$ cat src/hdl/quaternion_vector_rotate_unit_defines.svh
`ifndef QUATERNION_VECTOR_ROTATE_UNIT_DEFINES_SVH
`define QUATERNION_VECTOR_ROTATE_UNIT_DEFINES_SVH

// Same-cycle implication, sampled on clk_i, off during reset.
`define QVR_ASSERT_IMP(lbl, ante, cons) \
  lbl: assert property (@(posedge clk_i) disable iff (!rst_ni) (ante) |-> (cons)) \
    else $error("qvr assertion failed");

// Next-cycle implication, sampled on clk_i, off during reset.
`define QVR_ASSERT_NXT(lbl, ante, cons) \
  lbl: assert property (@(posedge clk_i) disable iff (!rst_ni) (ante) |=> (cons)) \
    else $error("qvr assertion failed");

`endif

$ cat src/hdl/qvr_pkg.sv
`default_nettype none
package qvr_pkg;

  localparam int QuoW = 36;  // rotation delta stays below 2^34
  localparam int MagW = 100;
  localparam int C1W  = 65;
  localparam int N2W  = 65;
  localparam int ResW = 39;

  localparam logic signed [31:0] RotMax = 32'sh7fffffff;
  localparam logic signed [31:0] RotMin = 32'sh80000000;

  // Cross product operand selection per component
  localparam int PosQ [3] = '{2, 3, 1};
  localparam int PosC [3] = '{2, 0, 1};
  localparam int NegQ [3] = '{3, 1, 2};
  localparam int NegC [3] = '{1, 2, 0};

  typedef enum logic [1:0] {
    ST_OK   = 2'd0,
    ST_SING = 2'd1,
    ST_SAT  = 2'd2
  } status_e;

  typedef struct packed {
    logic [3:0][31:0] quat;
    logic [2:0][31:0] vec;
    logic             sing;
  } item_t;

  typedef struct packed {
    logic [N2W-1:0]       n2;
    logic [2:0][MagW-1:0] rem;
    logic [2:0][QuoW-1:0] quo;
    logic [2:0]           neg;
    logic [2:0][31:0]     vec;
    logic                 sing;
  } div_t;

endpackage
`default_nettype wire

$ cat src/hdl/qvr_front.sv
`default_nettype none
module qvr_front (
  input  wire logic          clk_i,
  input  wire logic          rst_ni,
  input  wire logic          push_i,
  output logic               full_o,
  input  wire logic [31:0]   quat_w_i,
  input  wire logic [31:0]   quat_x_i,
  input  wire logic [31:0]   quat_y_i,
  input  wire logic [31:0]   quat_z_i,
  input  wire logic [31:0]   vec_x_i,
  input  wire logic [31:0]   vec_y_i,
  input  wire logic [31:0]   vec_z_i,
  input  wire logic          deq_i,
  output logic               avail_o,
  output qvr_pkg::item_t     item_o
);
  import qvr_pkg::*;

  item_t      mem_q [2];
  item_t      in_item;
  logic       wr_ptr_q, rd_ptr_q;
  logic [1:0] cnt_q, cnt_d;
  logic       wr_en, rd_en;

  assign full_o  = (cnt_q == 2'd2);
  assign avail_o = (cnt_q != 2'd0);
  assign wr_en   = push_i && !full_o;
  assign rd_en   = deq_i && avail_o;
  assign item_o  = mem_q[rd_ptr_q];

  // Classify: only the all-zero quaternion is singular
  always_comb begin
    in_item.quat = {quat_z_i, quat_y_i, quat_x_i, quat_w_i};
    in_item.vec  = {vec_z_i, vec_y_i, vec_x_i};
    in_item.sing = ({quat_w_i, quat_x_i, quat_y_i, quat_z_i} == '0);
  end

  always_comb begin
    cnt_d = cnt_q;
    if (wr_en && !rd_en) begin
      cnt_d = cnt_q + 2'd1;
    end else if (rd_en && !wr_en) begin
      cnt_d = cnt_q - 2'd1;
    end
  end

  always_ff @(posedge clk_i or negedge rst_ni) begin
    if (!rst_ni) begin
      cnt_q    <= '0;
      wr_ptr_q <= 1'b0;
      rd_ptr_q <= 1'b0;
    end else begin
      cnt_q <= cnt_d;
      if (wr_en) wr_ptr_q <= !wr_ptr_q;
      if (rd_en) rd_ptr_q <= !rd_ptr_q;
    end
  end

  always_ff @(posedge clk_i) begin
    if (wr_en) mem_q[wr_ptr_q] <= in_item;
  end

endmodule
`default_nettype wire

$ cat config.mk
export PLATFORM = sky130hd
export DESIGN_NAME = qvr_front
export DESIGN_NICKNAME = d
export VERILOG_FILES = /design/src/hdl/quaternion_vector_rotate_unit_defines.svh /design/src/hdl/qvr_pkg.sv /design/src/hdl/qvr_front.sv
export SDC_FILE = /design/constraint.sdc
export NUM_CORES = 1
export LEC_CHECK = 0
export BUFFER_PORTS_ARGS = -buffer_cell sky130_fd_sc_hd__buf_2
export CORE_UTILIZATION = 55
export CTS_BUF_LIST = sky130_fd_sc_hd__clkbuf_16
export CTS_CLUSTER_DIAMETER = 200
export DETAILED_ROUTE_END_ITERATION = 16
export PLACE_DENSITY = 0.8
export SETUP_SLACK_MARGIN = 0.1
export SLEW_MARGIN = 10
export SYNTH_ARGS = -nofsm -noshare
export SYNTH_HDL_FRONTEND = slang
export SYNTH_SLANG_ARGS = --single-unit
$ cat constraint.sdc
create_clock -name clk_i -period 19.71 [get_ports clk_i]
set_clock_uncertainty 0.05 [all_clocks]
set_input_delay 4.9275 -clock clk_i [delete_from_list [all_inputs] [get_ports clk_i]]
set_output_delay 4.9275 -clock clk_i [all_outputs]
set_load 0.02 [all_outputs]
# After elaboration in Yosys (flattened, before gate mapping)
# Memories as Yosys holds them, arrays and structs flattened.
# Cells that the tools add are included.
[word_totals] output_inout_bits=227 n_memories=1 mem_bits_ro=0 ff_bits=4 inputBits=228 latch_bits=0 mem_bits_rw=450 wordCells=23
[classes] n_eq_ne=1 n_mux=4 n_mul=0 magnitude_cmp=0 addsub=2 n_bitwise=0 n_div=0 n_reduce_logical=12 n_shift=0
[memory_table] memory="mem_q" words=2 word_bits=225 rd=1 rd_ports_with_merged_regs=0 write_ports=1 line="qvr_front.sv:20" source="item_t mem_q [2];"
[ops] op="128-bit logical NOT" n=1
[ops] op="1-bit logical NOT" n=5
[ops] op="1-bit logical AND" n=4
[ops] op="2-bit 2-to-1 mux" n=2
[ops] op="2-bit nonzero test" n=2
[ops] op="2-bit by 1-bit adder with 2-bit output, second input constant" n=1
[ops] op="2-bit equality test, second input constant" n=1
[ops] op="1-bit 2-to-1 mux" n=2
[ops] op="2-bit by 1-bit subtractor with 2-bit output, second input constant" n=1

# Depth between registers and ports, before layout
[depth] ltp_word=7 ltp_mapped=7 ltp_nobuf=7

# Least setup slack after synthesis
# OpenSTA, ideal clock, no wires.
[synth_timing] kind="input to register" startpoint="in push_i" endpoint="mem mem_q[0][0] in the netlist's numbering (enable)" setup_ps=814 required_ps=18846 setup_slack_ps=4506 cell_stages=2 arrival_time_ps=14340 n_path_buf=0 path_cell_list="nand2_1 -> nor2_1"
[synth_via] elab_chain_cells=3
[synth_rtl] element="start: declaration" line="qvr_front.sv:5" source="input wire logic push_i,"
[synth_rtl] element="1-bit logical AND" line="qvr_front.sv:28" source="assign wr_en = push_i && !full_o;"
[synth_rtl] element="1-bit 2-to-1 mux" line="qvr_front.sv:61" source="if (wr_en) mem_q[wr_ptr_q] <= in_item;"
[synth_rtl] element="1-bit 2-to-1 mux (not written as such)" line="qvr_front.sv:61"
[synth_rtl] element="end: declaration" line="qvr_front.sv:20"
# No other way between the ends.

==> summary.md <==
| Metric | Value |
|---|---|
| Maximum VDD drop | 0.0001286 V |
| Synth top cells by count | 450 x edfxtp_1, 225 x mux2_2, 31 x nor4_1, 25 x buf_2, 8 x nand4_1 |
| Placer Congestion | 0.8083 |
| Run status | completed |
| Tightest Hold Check Type | reg2reg |
| Finished Layout Cells | 1676 |
| First drt pass iteration count | 4 |
| Worst EP arrival | 3.20 ns |
| Worst hold slack | 0.4684 ns |
| Io pins | between 400 and 500 |
| Clock power frac | between 20% and 30% |
| Initial core utilization | 56.01% |
| Yosys warns | 0 |
| Flop pwr share | between 40% and 50% |
| Synth top area cells | edfxtp_1 81%, mux2_2 15%, nor4_1 1.2% |
| H-tree levels | 2 |
| Antenna-violating nets left | 0 |
| Register bit count reported by yosys | 454 |
| Share of layout cells above drive strength 1 | between 50 and 60% |
| Synth Net Count | 991 |
| Post-route cell area | between 20000 and 25000 um2 |
| Clk sinks | 454 |
| Sequential area share after synthesis | 81.79% |
| Root buf cell | clkbuf_16 |
| Synth unique cells | 17 |
| Ys flop type | edfxtp_1 |
| Chip height | ~180 um |
| Cells after Synth | 762 |
| Switch share | 32.67% |
| Slew headroom | 20.97% |
| Placement Cell Area | between 15000 and 20000 um2 |
| RSZ-0062 raised after global routing | no |
| Max-Cap Viols | 0 |
| Fin crit period | 8.179 ns |
| Fmax | 122.3 MHz |
| Fin. Hold Viols | 0 |
| Cells after DPL | 1589 |
| Horizontal die dimension | 176.0 um |
| CTS resizes | 0 |
| Clock-pin slew on the worst setup and hold paths | 0.06 ns |
| Hold bufs inserted after CTS | 0 |
| Asr flop ratio synth | 0.8811% |
| Leak pwr | 7.719 nW |
| Final Max Tran Viols | 0 |
| Startpoint Class | register |
| Grt total ovfl | 0 |
| CTS tree | yes |
| Row Count | 63 |
| Vias in the first global route | 9358 |
| Syn Area/Cell | around 22 um2 |
| Setup tns final | 0 ns |
| DP Wirelength | approximately 25000 um |
| DP Worst Slack | between 10 and 15 ns |
| Total CTS buffers | between 40 and 50 |
| Die area | 30960 um2 |
| Clk_lat worst skew | 0.53 ns |
| Wirelength, routed | 36870 um |
| GRT Total Usage | 23.41% |
| DR iter-0 viols | 581 |
| Synth top area share | between 80% and 90% |
| WS Path Type | reg2out |
| Setup ws final | approximately 12 ns |
| Pint | 2.184 mW |
| Synthesis-to-layout area growth | 24.94% |
| Final core occ | between 60 and 70% |
| Post-synth EDFFs | 450 |
| Count leader, synth | edfxtp_1 |
| Initial antenna violation count | 10 |
| Clock tree buffer depth | 3 |
| Area leader, netlist | edfxtp_1 |
| Total vias in the final route | 9047 |
| DRC errors left | 0 |
| Largest net degree at the start of global routing | 87 |
| I/O Buffers | 454 |
| Power Density | 156.0 nW/um2 |
| Post-Syn Area | 16640 um2 |
| Final worst-path cycle share | 41.50% |
| Critical path endpoint category | output port |
| First-pass GRT wire length | ~53000 um |
| Critical Path Fanout Max | 84 |
| Final #Nets | 1475 |
| Combinational share of power | 31.9% |
| Total core area | between 20000 and 30000 um2 |
| DR vias/cell | between 5 and 6 |
| Post-CTS Setup Inserts | 0 |
| Final Power | 3.244 mW |
| Worst Tran Pin Value | ~1.2 ns |
| Final Setup Violations | 0 |
| NetSw | between 1 and 1.5 mW |
| Critical path required time | 14.73 ns |
| Avg WL per Cell | 22.00 um |
## per-layer routing
layer / track usage, % / part of all wire [%]
met5: 0 / 0.15
met1: 26.11 / 35
met4: 9.493 / 3.6
met3: 6.869 / 9.2
met2: 41.88 / 52
## cell families after synthesis
| kind of cell | Yosys count | synth area share [%] |
|---|---|---|
| xor gates and xnor gates | 5 | 0.2631 |
| adders and majority gates | 1 | 0.07516 |
| buffers and inverters | 27 | 0.7968 |
| DFF | 454 | 81.79 |
| muxes | 225 | 15.22 |
| and+or+nand+nor | 50 | 1.857 |
## worst max-delay path, cell delays in order, from the launching register on
cell	delay [ns]
dfrtp_4	0.98
buf_4	0.93
mux2_2	0.43
buf_2	0.17
## power groups by stage
| stage | clock network [mW] | registers (mW) | logic [mW] |
|---|---|---|---|
| 6_report | 0.812 | 1.40 | 1.03 |
| 5_1_grt | 0.861 | 1.42 | 1.09 |
| 2_1_floorplan | 0 | 1.44 | 0.727 |
| 3_3_place_gp | 0 | 1.40 | 1.03 |
| 4_1_cts | 0.826 | 1.40 | 1.04 |
| 3_5_place_dp | 0 | 1.42 | 1.04 |
## placed cells by master, fill, tap and decap left out, drive strengths merged, types with 2 or more instances in the layout
master,netlist,final
buf,25,462
bufinv,0,3
clkbuf,0,47
clkinv,0,18
clkinvlp,0,5
dfrtp,4,4
diode,0,6
edfxtp,450,450
inv,2,10
mux2,225,225
nand2,2,2
nand4,8,8
nor2,3,3
nor4,32,32
or4,2,2
xnor2,3,3
xor2,2,2
## flip-flops by register name, indices dropped and copies added, names as in the netlist
name,flops
rd_ptr_q,1
cnt_q,2
wr_ptr_q,1
mem_q,450
## cell type report
type                            count  area, um2
Sequential cell                   454      13620
Fill cell                        1907       8921
Multi-Input combinational cell    281       2912
Timing Repair Buffer              462       2332
Clock buffer                       47       1176
Tap cell                          390      488.0
Clock inverter                     34      249.0
Antenna cell                        6      15.01
Inverter                            2      7.507
## path summary, 6_finish.rpt
path                          start  slack, ns  depth (start not counted)            end
hold / removal             cnt_q[1]       0.47                          1       cnt_q[1]
hold reg to reg            cnt_q[1]       0.47                          1       cnt_q[1]
min in group asynchronous    rst_ni       4.14                          1       rd_ptr_q
setup / recovery           rd_ptr_q      11.53                          3     item_o[23]
setup reg to reg           cnt_q[0]      16.57                          5  mem_q[0][123]
max in group asynchronous    rst_ni      15.33                          1       rd_ptr_q
(Power assumes the default switching activity.)
